==> config.mk <==
export PLATFORM = sky130hd
export DESIGN_NAME = cspd_select
export DESIGN_NICKNAME = d
export VERILOG_FILES = /design/src/hdl/cspd_pkg.sv /design/src/hdl/cspd_select.sv
export SDC_FILE = /design/constraint.sdc
export NUM_CORES = 1
export LEC_CHECK = 0
export BUFFER_PORTS_ARGS = -buffer_cell sky130_fd_sc_hd__buf_4
export CORE_MARGIN = 3
export CORE_UTILIZATION = 45
export DETAILED_ROUTE_END_ITERATION = 6
export SYNTH_ARGS = -nofsm -noshare
export SYNTH_HDL_FRONTEND = slang
export SYNTH_SLANG_ARGS = --single-unit
==> constraint.sdc <==
create_clock -name clk -period 17.1 [get_ports clk]
set_input_delay 0 -clock clk [delete_from_list [all_inputs] [get_ports clk]]
set_output_delay 0 -clock clk [all_outputs]
set_load 0.1 [all_outputs]
==> src/hdl/cspd_pkg.sv <==
// package: types, constants and helpers of the clock source and divider planner
`timescale 1ns / 1ps
`default_nettype none

package cspd_pkg;

	// fixed frequencies and limits
	localparam logic [25:0] REF_HZ        = 26'd128000;
	localparam logic [25:0] CPU_MAX_HZ    = 26'd48000000;
	localparam logic [25:0] PERIPH_MAX_HZ = 26'd24000000;
	localparam logic [15:0] TICK_MAX      = 16'hFFFF;

	// divide by 1000 as multiply by ceil(2^36 / 1000), exact below 2^26
	localparam int          TICK_SHIFT = 36;
	localparam logic [26:0] TICK_RECIP = 27'd68719477;

	// configuration register indexes
	localparam logic [2:0] CFG_LOW_XTAL   = 3'd0;
	localparam logic [2:0] CFG_HIGH_XTAL  = 3'd1;
	localparam logic [2:0] CFG_DCO        = 3'd2;
	localparam logic [2:0] CFG_HIGH_OK    = 3'd3;
	localparam logic [2:0] CFG_LOW_OK     = 3'd4;
	localparam logic [2:0] CFG_CPU_LIMIT  = 3'd5;
	localparam logic [2:0] CFG_PERIPH_LIM = 3'd6;

	typedef enum logic [1:0] {
		SRC_REF  = 2'd0,
		SRC_LOW  = 2'd1,
		SRC_DCO  = 2'd2,
		SRC_HIGH = 2'd3
	} src_t;

	typedef struct packed {
		logic        func;
		logic [25:0] requested_freq;
		logic [25:0] present_cpu_freq;
		logic [24:0] present_periph_freq;
	} req_t;

	typedef struct packed {
		logic [1:0]  clock_source;
		logic [2:0]  divide_log2;
		logic [25:0] achieved_freq;
		logic        core_voltage_high;
		logic        voltage_first;
		logic [15:0] tick_reload;
	} result_t;

	typedef struct packed {
		logic [16:0] low_crystal_freq;
		logic [25:0] high_crystal_freq;
		logic [25:0] dco_freq;
		logic        high_crystal_ok;
		logic        low_crystal_ok;
		logic [25:0] low_volt_cpu_limit;
		logic [24:0] low_volt_periph_limit;
	} cfg_t;

	// clamped request entering source selection
	typedef struct packed {
		logic        valid;
		logic        func;
		logic [25:0] freq;
		logic [25:0] pres_cpu;
		logic [24:0] pres_per;
	} sel_in_t;

	// chosen source and divider leaving source selection
	typedef struct packed {
		logic        valid;
		logic        func;
		src_t        source;
		logic [2:0]  k;
		logic [25:0] achieved;
		logic [25:0] pres_cpu;
		logic [24:0] pres_per;
	} sel_out_t;

	// smallest exponent 0..6 with f >= src >> k, else 7
	function automatic logic [2:0] pick_div(input logic [25:0] src, input logic [25:0] f);
		logic [2:0] k;
		k = 3'd7;
		for (int i = 6; i >= 0; i--) begin
			if (f >= (src >> i)) k = 3'(i);
		end
		return k;
	endfunction

endpackage

`default_nettype wire

==> src/hdl/cspd_select.sv <==
// source and divider selection, two register stages
`timescale 1ns / 1ps
`default_nettype none

module cspd_select (
	input  wire logic              clk,
	input  wire logic              arst_n,
	input  wire cspd_pkg::cfg_t    cfg,
	input  wire cspd_pkg::sel_in_t sel_in,
	output cspd_pkg::sel_out_t     sel_out
);

	logic [25:0] low_w;
	logic [25:0] hf_min_w;
	logic [25:0] dco_min_w;

	logic        valid_s2;
	logic        func_s2;
	logic [25:0] freq_s2;
	logic [25:0] pres_cpu_s2;
	logic [24:0] pres_per_s2;
	logic        ref_sel_s2;
	logic        low_sel_s2;
	logic        high_ok_s2;
	logic        dco_only_s2;
	logic        hf_only_s2;
	logic [2:0]  k_ref_s2;
	logic [2:0]  k_low_s2;
	logic [2:0]  k_dco_s2;
	logic [2:0]  k_hf_s2;

	logic [25:0] dco_got_w;
	logic [25:0] hf_got_w;
	logic [25:0] dco_diff_w;
	logic [25:0] hf_diff_w;
	logic        dco_wins_w;
	cspd_pkg::src_t source_w;
	logic [2:0]  k_w;
	logic [25:0] achieved_w;

	assign low_w     = {9'd0, cfg.low_crystal_freq};
	assign hf_min_w  = cfg.high_crystal_freq >> 7;
	assign dco_min_w = cfg.dco_freq >> 7;

	// stage 2 valid
	always_ff @(posedge clk or negedge arst_n) begin
		if (!arst_n) begin
			valid_s2 <= 1'b0;
		end else begin
			valid_s2 <= sel_in.valid;
		end
	end

	// stage 2: range flags and divider exponents for every source
	always_ff @(posedge clk) begin
		func_s2     <= sel_in.func;
		freq_s2     <= sel_in.freq;
		pres_cpu_s2 <= sel_in.pres_cpu;
		pres_per_s2 <= sel_in.pres_per;
		ref_sel_s2  <= (sel_in.freq <= cspd_pkg::REF_HZ) && (sel_in.freq >= low_w);
		low_sel_s2  <= (sel_in.freq <= low_w) && cfg.low_crystal_ok;
		high_ok_s2  <= cfg.high_crystal_ok;
		dco_only_s2 <= (sel_in.freq < hf_min_w) && (sel_in.freq >= dco_min_w);
		hf_only_s2  <= (sel_in.freq >= hf_min_w) && (sel_in.freq < dco_min_w);
		k_ref_s2    <= cspd_pkg::pick_div(cspd_pkg::REF_HZ, sel_in.freq);
		k_low_s2    <= cspd_pkg::pick_div(low_w, sel_in.freq);
		k_dco_s2    <= cspd_pkg::pick_div(cfg.dco_freq, sel_in.freq);
		k_hf_s2     <= cspd_pkg::pick_div(cfg.high_crystal_freq, sel_in.freq);
	end

	// closeness of DCO and high crystal, tie goes to the crystal
	assign dco_got_w  = cfg.dco_freq >> k_dco_s2;
	assign hf_got_w   = cfg.high_crystal_freq >> k_hf_s2;
	assign dco_diff_w = (dco_got_w > freq_s2) ? dco_got_w - freq_s2 : freq_s2 - dco_got_w;
	assign hf_diff_w  = (hf_got_w > freq_s2) ? hf_got_w - freq_s2 : freq_s2 - hf_got_w;
	assign dco_wins_w = hf_diff_w > dco_diff_w;

	// source priority
	always_comb begin
		if (ref_sel_s2) begin
			source_w = cspd_pkg::SRC_REF;
		end else if (low_sel_s2) begin
			source_w = cspd_pkg::SRC_LOW;
		end else if (!high_ok_s2 || dco_only_s2) begin
			source_w = cspd_pkg::SRC_DCO;
		end else if (hf_only_s2) begin
			source_w = cspd_pkg::SRC_HIGH;
		end else if (dco_wins_w) begin
			source_w = cspd_pkg::SRC_DCO;
		end else begin
			source_w = cspd_pkg::SRC_HIGH;
		end
	end

	// divider and achieved frequency of the chosen source
	always_comb begin
		unique case (source_w)
			cspd_pkg::SRC_REF: begin
				k_w        = k_ref_s2;
				achieved_w = cspd_pkg::REF_HZ >> k_ref_s2;
			end
			cspd_pkg::SRC_LOW: begin
				k_w        = k_low_s2;
				achieved_w = low_w >> k_low_s2;
			end
			cspd_pkg::SRC_DCO: begin
				k_w        = k_dco_s2;
				achieved_w = dco_got_w;
			end
			cspd_pkg::SRC_HIGH: begin
				k_w        = k_hf_s2;
				achieved_w = hf_got_w;
			end
		endcase
	end

	// stage 3 register
	always_ff @(posedge clk or negedge arst_n) begin
		if (!arst_n) begin
			sel_out <= '0;
		end else begin
			sel_out.valid    <= valid_s2;
			sel_out.func     <= func_s2;
			sel_out.source   <= source_w;
			sel_out.k        <= k_w;
			sel_out.achieved <= achieved_w;
			sel_out.pres_cpu <= pres_cpu_s2;
			sel_out.pres_per <= pres_per_s2;
		end
	end

endmodule

`default_nettype wire

==> results of run 1 <==
==> final cells by class <==
| type | count | area (sq um) |
|---|---|---|
| clock buffers | 17 | 425 |
| well taps | 672 | 841 |
| repair buffers | 323 | 2630 |
| clock inverters | 15 | 213 |
| flip-flops and latches | 180 | 4030 |
| multi-input cells | 2230 | 17900 |
| inverters | 197 | 739 |
| fillers | 4694 | 23500 |
| diodes | 1 | 2.50 |
==> routing by layer <==
layer  track usage  vias to the layer above  part of all wire
met3        0.0313                      143             0.066
li1              -                    10600                 -
met2         0.480                      877              0.46
met1         0.399                    10600              0.44
met5             0                        -                 0
met4        0.0945                        0             0.032
==> worst paths after layout <==
check	startpoint	end	slack [ns]	cells after the start
worst max-delay path	k_hf_s2[1]	sel_out[67]	8.82	24
worst min-delay path	arst_n	sel_out[78]	0.005	2
worst max register to register	k_hf_s2[1]	sel_out[67]	8.82	24
worst min register to register	pres_per_s2[16]	sel_out[16]	0.32	0
max in group asynchronous	arst_n	sel_out[60]	15.99	3
min in group clk	cfg[120]	sel_out[66]	0.03	5
==> critical path: stages, from the launching register on <==
cell       delay, ns
dfxtp_1         0.99
inv_1           0.48
nor2_1          0.20
a21oi_1         0.08
mux2i_1         0.48
inv_1           0.10
ha_1            0.46
nand4_1         0.26
a2111oi_0       0.45
nand3_1         0.31
a21oi_1         0.43
o41ai_4         0.12
buf_4           0.29
o41ai_1         0.65
xnor2_1         0.16
ha_1            0.33
nand4_1         0.06
or2_2           0.30
nor2_1          0.20
nand2_1         0.08
a21o_1          0.19
a31oi_4         0.17
buf_4           0.51
a21oi_1         0.19
o21ai_0         0.59
==> placed cells by master, fill, tap and decap left out, types with 24 or more instances in the layout <==
master / synthesis / final
xnor2_1: 25 / 25
o21a_1: 47 / 47
mux2i_1: 79 / 79
buf_4: 0 / 241
nand2_1: 164 / 164
nor3_1: 53 / 53
inv_1: 196 / 196
a211oi_1: 59 / 59
a21oi_1: 234 / 234
nor2_1: 142 / 142
xor2_1: 24 / 24
dfrtp_1: 85 / 85
dfxtp_1: 95 / 94
nand4_1: 82 / 82
o21ai_0: 140 / 140
o211ai_1: 27 / 27
a21o_1: 157 / 157
nor2b_1: 46 / 46
dlygate4sd3_1: 0 / 82
nand3_1: 48 / 48
ha_1: 588 / 588
==> report_power, final <==
part | leakage, nW | switching, mW | internal [mW]
sequential | 1.79 | 0.0227 | 0.474
combinational | 11.3 | 1.02 | 0.513
clock | 0.308 | 0.216 | 0.205
==> cells by family after synthesis <==
group / share of synthesized area
DFF: 0.175
and+or+nand+nor: 0.143
AOI/OAI and AO/OA: 0.236
xor gates and xnor gates: 0.0187
muxes: 0.0574
buffers and inverters: 0.0464
adders and majority gates: 0.323
==> registers in the layout (all words and copies together), names as in the netlist <==
register and cells:
func_s2 1, dco_only_s2 1, freq_s2 26, valid_s2 1, k_low_s2 3, ref_sel_s2 1, pres_cpu_s2 26, hf_only_s2 1
low_sel_s2 1, sel_out 84, pres_per_s2 25, k_hf_s2 3, k_ref_s2 3, k_dco_s2 3, high_ok_s2 1
==> repair_timing <==
action	CTS	global route
endpoints found under the setup margin	0	0
hold buffers	82	0
endpoints found under the hold margin	107	0
gates resized for setup	0	0
==> out/results.txt, run 1 <==
num rows = 82
Power Total = 2.45 mW
most numerous cell in the Yosys netlist = ha_1
final hold violation count = 0
Mapped Avg Cell Area = 8.54 sq um
Die W = 232 um
Layout Skew = 0.0195 ns
Worst Setup Start Kind = flop
Non-Filler Instances = 3,635
Yosys Warn Count = 0
Mapped Nets = 3,487
P_leak = 13.4 nW
Clock Pin Slew Worst Setup and Hold Paths = 0.09 ns
Sinks on Clock Net = 180
initial antenna violation count = 1
ys async rst share = 0.472
HP Class = primary input to async pin
H-tree Lvls = 4
crit path max fanout = 51
ANT nets after route = 0
predominant post-synthesis flop cell = dfxtp_1
Clock Tree Root = clkbuf_16
GP Congestion = 0.978
CP arrival = 8.56 ns
Final Critical Period = 8.28 ns
number of synthesized flops with an enable pin = 0
Synth Register Bits = 180
layout cell share with drive strength beyond 1 = 0.110
placed inst area = 25,300 sq um
total CTS buffers = 17
final worst setup slack = 8.82 ns
cell taking the most area after synthesis = ha_1
commonest cells in the netlist = ha_1, a21oi_1, inv_1, nand2_1, a21o_1
setup repair bufs after CTS = 0
Clock Latency Late Sink = 0.45 ns
VDD IR-drop max = 117 uV
Max-Cap Viols = 0
Remaining Overflow, GRT = 0
Longest Clk Path Bufs = 2
first-pass GRT wire length = 123,000 um
Yosys cell types = 79
via count = 22,300
CP required = 17.38 ns
Final Cell Area = 26,800 sq um
Post-Syn Instances = 2,692
vias in the first global route = 21,600
smallest hold slack = 0.00503 ns
Slew Limit Fails = 0
Slew @ Worst Pin = 1.27 ns
post-DR wirelength/cell = 22.4 um
Initial Util = 0.457
I/O pins = 287
drt pass-1 iters = 5
Util after Layout = 0.533
synthesized cell area = 23,000 sq um
Slew HR = 0.151
largest cells by area after synthesis = ha_1, dfrtp_1, dfxtp_1, a21o_1, a21oi_1
post-synth top area share = 0.320
outcome = finished clean
critical path endpoint category = flop
Port Buf Inserts = 235
RSZ-0062 raised after global routing = no
PwrDens = 91.4 nW/um^2
Setup Crit Path Kind = flop to flop
die height = 232 um
pin count of the biggest net entering global routing = 61
Post-Place Setup Slack = 9.01 ns
Cells after DPL = 3,520
DP HPWL = 62,900 um
fin nets = 3,744
DR iter-0 viols = 1,842
setup_tns = 0 ns
gr usage total = 0.291
setup violators final = 0
die area = 53,800 sq um
register area share after synthesis = 0.175
Tcrit/Tclk final = 0.484
via/cell ratio = 6.13
core region area = 50,300 sq um
Area growth syn-to-layout = 16.6%
WL final = 81,300 um
TritonCTS clock tree = done
Fmax = 0.121 GHz
DRC viols = 0
(Power assumes the default switching activity.)
==> run 2, diff against run 1 <==
PLACE_DENSITY = 0.67   (was unset)
clock period = 7.02 ns   (was 17.1 ns; I/O delays follow)
==> out/results.txt, run 2 (synthesis gave the netlist of run 1 again) <==
Reg-to-Reg Start = k_dco_s2[1]
Clock Latency Late Sink = 0.45 ns
Worst path slowest cell = dfxtp_2
Setup Crit Path Kind = flop to flop
PwrDens = 223 nW/um^2
post-DR wirelength/cell = 22.5 um
GP Congestion = 0.968
Slew @ Worst Pin = 1.06 ns
I/O pins = 287
die area = 53,800 sq um
final hold violation count = 0
WL met2 = 38,400 um
most common cell after layout, fill and taps aside = ha_1
via count = 22,600
cell mode on critical path = mux2i_1
Die W = 232 um
Non-Filler Instances = 3,682
Longest Clk Path Bufs = 2
initial antenna violation count = 0
Max-Cap Viols = 0
max FFs per register = 84
pin count of the biggest net entering global routing = 70
setup violators final = 0
H-tree Lvls = 4
DR iter-0 viols = 1,880
Top Family by Delay on Critical Path = compound AO/OA/AOI/OAI gates
num rows = 82
WL met1 = 36,100 um
FF-to-FF setup slack = 0.40 ns
ant diodes = 0
Fmax = 0.151 GHz
Slew HR = 0.289
P_leak = 13.6 nW
Top Layer Used = met4
Final Critical Period = 6.62 ns
Clock Tree Root = clkbuf_16
Hold Path Origin = cfg[120]
metal3 WL = 5380 um
Initial Util = 0.457
Layout Skew = 0.0153 ns
Worst Setup Start Kind = flop
DRC viols = 0
Remaining Overflow, GRT = 0
vias in the first global route = 22,400
r2r worst-path depth = 26
Port Buf Inserts = 235
ANT nets after route = 0
Cells after DPL = 3,567
fin nets = 3,792
Util after Layout = 0.541
Endpoint, Worst Hold = sel_out[66]
TritonCTS clock tree = done
Area growth syn-to-layout = 18.4%
core region area = 50,300 sq um
WL final = 82,700 um
layout cell share with drive strength beyond 1 = 0.125
critical path endpoint category = flop
outcome = finished clean
first-pass GRT wire length = 126,000 um
drt pass-1 iters = 5
gr usage total = 0.299
Clock Pin Slew Worst Setup and Hold Paths = 0.08 ns
RSZ-0062 raised after global routing = no
CP required = 7.37 ns
HP Class = primary input to flop
DP HPWL = 64,500 um
Sinks on Clock Net = 180
Filler cells = 4,646
via/cell ratio = 6.13
total CTS buffers = 17
crit path max fanout = 25
die height = 232 um
VDD IR-drop max = 228 uV
Slew Limit Fails = 0
most frequent cells in the layout = ha_1, buf_4, a21oi_1, inv_1, nand2_1
Tcrit/Tclk final = 0.944
Crit path largest cell delay = 0.55 ns
Largest regs = sel_out (84), freq_s2 (26), pres_cpu_s2 (26)
CP arrival = 6.98 ns
WP buf/inv = 3
Worst R2R End = sel_out[61]
smallest hold slack = 0.0550 ns
setup_tns = 0 ns
hold depth = 5
Reg with most FFs = sel_out
==> run 2: cell types whose count changed in the layout (fill, tap and decap cells not counted), sizes merged <==
cell         before  now
buf             241  288
clkinv            6    7
diode             1    0
dlygate4sd3      82   83
inv             206  205
==> run 2: what timing repair did <==
action | CTS | global route
resized for setup | 0 | 5
buffers inserted | 0 | 0
setup endpoints to repair | 0 | 30
hold buffers | 83 | 0
endpoints found under the hold margin | 98 | 0
==> run 2: worst max path at each step <==
stage,from,to,slack (ns),depth (start not counted)
floorplan,k_dco_s2[0],sel_out[71],0.32,29
global placement,k_dco_s2[1],sel_out[61],0.17,26
detailed placement,k_dco_s2[1],sel_out[61],0.10,26
CTS,k_dco_s2[1],sel_out[61],0.05,26
global route,k_dco_s2[1],sel_out[51],0.04,26
finish,k_dco_s2[1],sel_out[61],0.40,26
==> run 2: report_power, final <==
part | total, mW | switching, mW | internal (mW)
Sequential | 1.23 | 0.0738 | 1.15
Combinational | 3.82 | 2.48 | 1.33
Clock | 1.01 | 0.515 | 0.497
Total | 6.06 | 3.07 | 2.98
==> run 2: through the flow <==
stage	area (sq um)	setup WS (ns)	total power [mW]
final	27200	0.396	6.06
after global routing	27200	0.0449	6.43
after CTS	27200	0.0534	6.04
after detailed placement	25700	0.102	4.97
after global placement	25700	0.172	4.91
after floorplan	23000	0.316	3.83
==> run 2: area by class of cell <==
type | count | area, sq um | share of cell area
clock inverter | 15 | 211 | 0.00777
sequential | 180 | 4030 | 0.148
clock buffer | 17 | 425 | 0.0156
multi-input combinational | 2230 | 17900 | 0.659
tap | 672 | 841 | 0.0309
inverter | 197 | 739 | 0.0272
timing repair buffer | 371 | 3030 | 0.111
==> run 2: routing by layer <==
layer  up-vias  track usage
li1      10700            -
met1     10800        0.397
met2       876        0.498
met3       155       0.0352
met4         0        0.110
met5         -            0
==> run 2: worst reg2reg max path: stages, from the launching register on <==
cell,delay (ns)
dfxtp_2,0.55
mux2i_1,0.30
mux2i_1,0.13
mux2i_1,0.33
inv_1,0.12
ha_1,0.34
and2_1,0.23
a221oi_1,0.37
a211oi_1,0.19
o311ai_1,0.44
buf_4,0.19
a221oi_1,0.14
a41oi_2,0.33
a211oi_1,0.12
a2111oi_1,0.43
xor2_1,0.13
ha_1,0.32
nand4_1,0.07
or2_2,0.30
nor2_1,0.18
nand2_1,0.07
a21o_1,0.18
a31oi_4,0.34
buf_12,0.23
mux2i_1,0.20
nor2_1,0.05
a311oi_1,0.25
==> run 3, diff against run 2 <==
BUFFER_PORTS_ARGS = unset   (was -buffer_cell sky130_fd_sc_hd__buf_4)
CELL_PAD_IN_SITES_DETAIL_PLACEMENT = 1   (was unset)
CELL_PAD_IN_SITES_GLOBAL_PLACEMENT = 1   (was unset)
DONT_BUFFER_PORTS = 1   (was unset)
PLACE_DENSITY = unset   (was 0.67)
PLACE_DENSITY_LB_ADDON = 0.1   (was unset)
==> out/results.txt, run 3 (synthesis gave the netlist of run 1 again) <==
Sinks on Clock Net = 180
Worst Setup Start Kind = flop
Post-Place Setup Slack = -0.0230 ns
DP HPWL = 71,400 um
num rows = 82
crit path max fanout = 35
WL final = 93,900 um
Area growth syn-to-layout = 11.3%
pin count of the biggest net entering global routing = 86
DR iter-0 viols = 1,373
post-DR wirelength/cell = 27.2 um
TritonCTS clock tree = done
smallest hold slack = 0.0378 ns
met3 usage = 0.0532
P_leak = 12.5 nW
Initial Util = 0.457
drt pass-1 iters = 6
via count = 22,300
Tcrit/Tclk final = 0.974
final hold violation count = 0
Worst R2R End = sel_out[51]
final worst setup slack = 0.182 ns
max FFs per register = 84
Power Total = 5.93 mW
first-pass GRT wire length = 142,000 um
GP Congestion = 0.950
Slew HR = 0.295
die height = 232 um
Setup Crit Path Kind = flop to flop
RSZ-0062 raised after global routing = no
total CTS buffers = 17
DRC viols = 0
gr usage total = 0.342
CP required = 7.35 ns
core region area = 50,300 sq um
layout cell share with drive strength beyond 1 = 0.0583
Clock Tree Root = clkbuf_16
met2 usage = 0.585
met1 GRT Util = 0.422
ANT nets after route = 0
global routing's busiest layer = met2
most common cell after layout, fill and taps aside = ha_1
most frequent cells in the layout = ha_1, a21oi_1, inv_1, nand2_1, a21o_1
Final Cell Area = 25,600 sq um
Die W = 232 um
Reg with most FFs = sel_out
die area = 53,800 sq um
outcome = finished clean
critical path endpoint category = flop
Reg-to-Reg Start = k_hf_s2[1]
Largest regs = sel_out (84), freq_s2 (26), pres_cpu_s2 (26)
Clock Pin Slew Worst Setup and Hold Paths = 0.09 ns
Worst Setup SP = k_hf_s2[1]
Final Critical Period = 6.84 ns
Slew @ Worst Pin = 1.06 ns
vias in the first global route = 23,700
FF-to-FF setup slack = 0.18 ns
fin nets = 3,562
crit path to = sel_out[51]
via/cell ratio = 6.44
Crit path largest cell delay = 0.46 ns
H-tree Lvls = 4
I/O pins = 287
setup_tns = 0 ns
Port Buf Inserts = 0
HP Class = primary input to flop
r2r worst-path depth = 26
PwrDens = 232 nW/um^2
setup repair bufs after CTS = 0
Slew Limit Fails = 0
setup violators final = 0
VDD IR-drop max = 188 uV
cell mode on critical path = buf_4
placed inst area = 24,000 sq um
CP arrival = 7.17 ns
Fmax = 0.146 GHz
Longest Clk Path Bufs = 2
Max-Cap Viols = 0
Layout Skew = 0.0175 ns
Clock Latency Late Sink = 0.47 ns
initial antenna violation count = 4
Worst path slowest cell = a211oi_1
Remaining Overflow, GRT = 0
run 3: cell types whose count changed in the layout (fill, tap and decap cells not counted), sizes merged:
| cell | previous run | this run |
|---|---|---|
| buf | 288 | 55 |
| clkinv | 7 | 5 |
| diode | 0 | 3 |
| dlygate4sd3 | 83 | 86 |
| inv | 205 | 207 |
run 3: stage by stage:
stage / util / std cells
after global routing: 0.509 / 3454
after CTS: 0.507 / 3452
final: 0.509 / 3455
after floorplan: - / 2692
after global placement: 0.477 / 3333
after detailed placement: 0.477 / 3333
run 3: area by class of cell:
| type | count | area [sq um] |
|---|---|---|
| clock buffers | 17 | 425 |
| inverters | 197 | 739 |
| multi-input cells | 2230 | 18000 |
| fillers | 5932 | 24700 |
| clock inverters | 15 | 208 |
| repair buffers | 141 | 1330 |
| diodes | 3 | 7.51 |
| well taps | 672 | 841 |
| flip-flops and latches | 180 | 4040 |
run 3: worst min path at each step:
stage,from,to,slack (ns),cells after the start
floorplan,arst_n,sel_out[0],-0.30,0
global placement,arst_n,sel_out[71],-0.29,0
detailed placement,arst_n,sel_out[71],-0.29,0
CTS,sel_in[59],k_ref_s2[0],0.005,4
global route,sel_in[35],pres_cpu_s2[10],0.07,1
finish,sel_in[62],k_ref_s2[0],0.04,4
run 3: worst max-delay path, delay by kind of cell, from the launching register on:
| family | cells | cell delay, ns |
|---|---|---|
| compound gates | 11 | 2.70 |
| xor+xnor | 1 | 0.19 |
| fa+ha+maj | 2 | 0.59 |
| buf+inv | 7 | 1.50 |
| flops | 1 | 0.42 |
| mux | 3 | 0.93 |
| simple gates | 2 | 0.32 |
run 3: repair_timing:
action	CTS	global route
resized for setup	1	29
endpoints found under the hold margin	184	0
hold buffers	87	0
endpoints found under the setup margin	1	30
pin swaps	0	0
run 3: metal layers:
layer,part of all wire,routed length [um],up-vias
li1,-,-,10200
met5,0,0,-
met3,0.057,5320,230
met4,0.050,4660,0
met1,0.42,39300,11100
met2,0.48,44700,716
run 3: report_power, final:
group	total, mW	internal (mW)	switching (mW)
Clock	1.05	0.500	0.549
Sequential	1.98	1.14	0.846
Combinational	2.90	1.19	1.72
Total	5.93	2.82	3.11
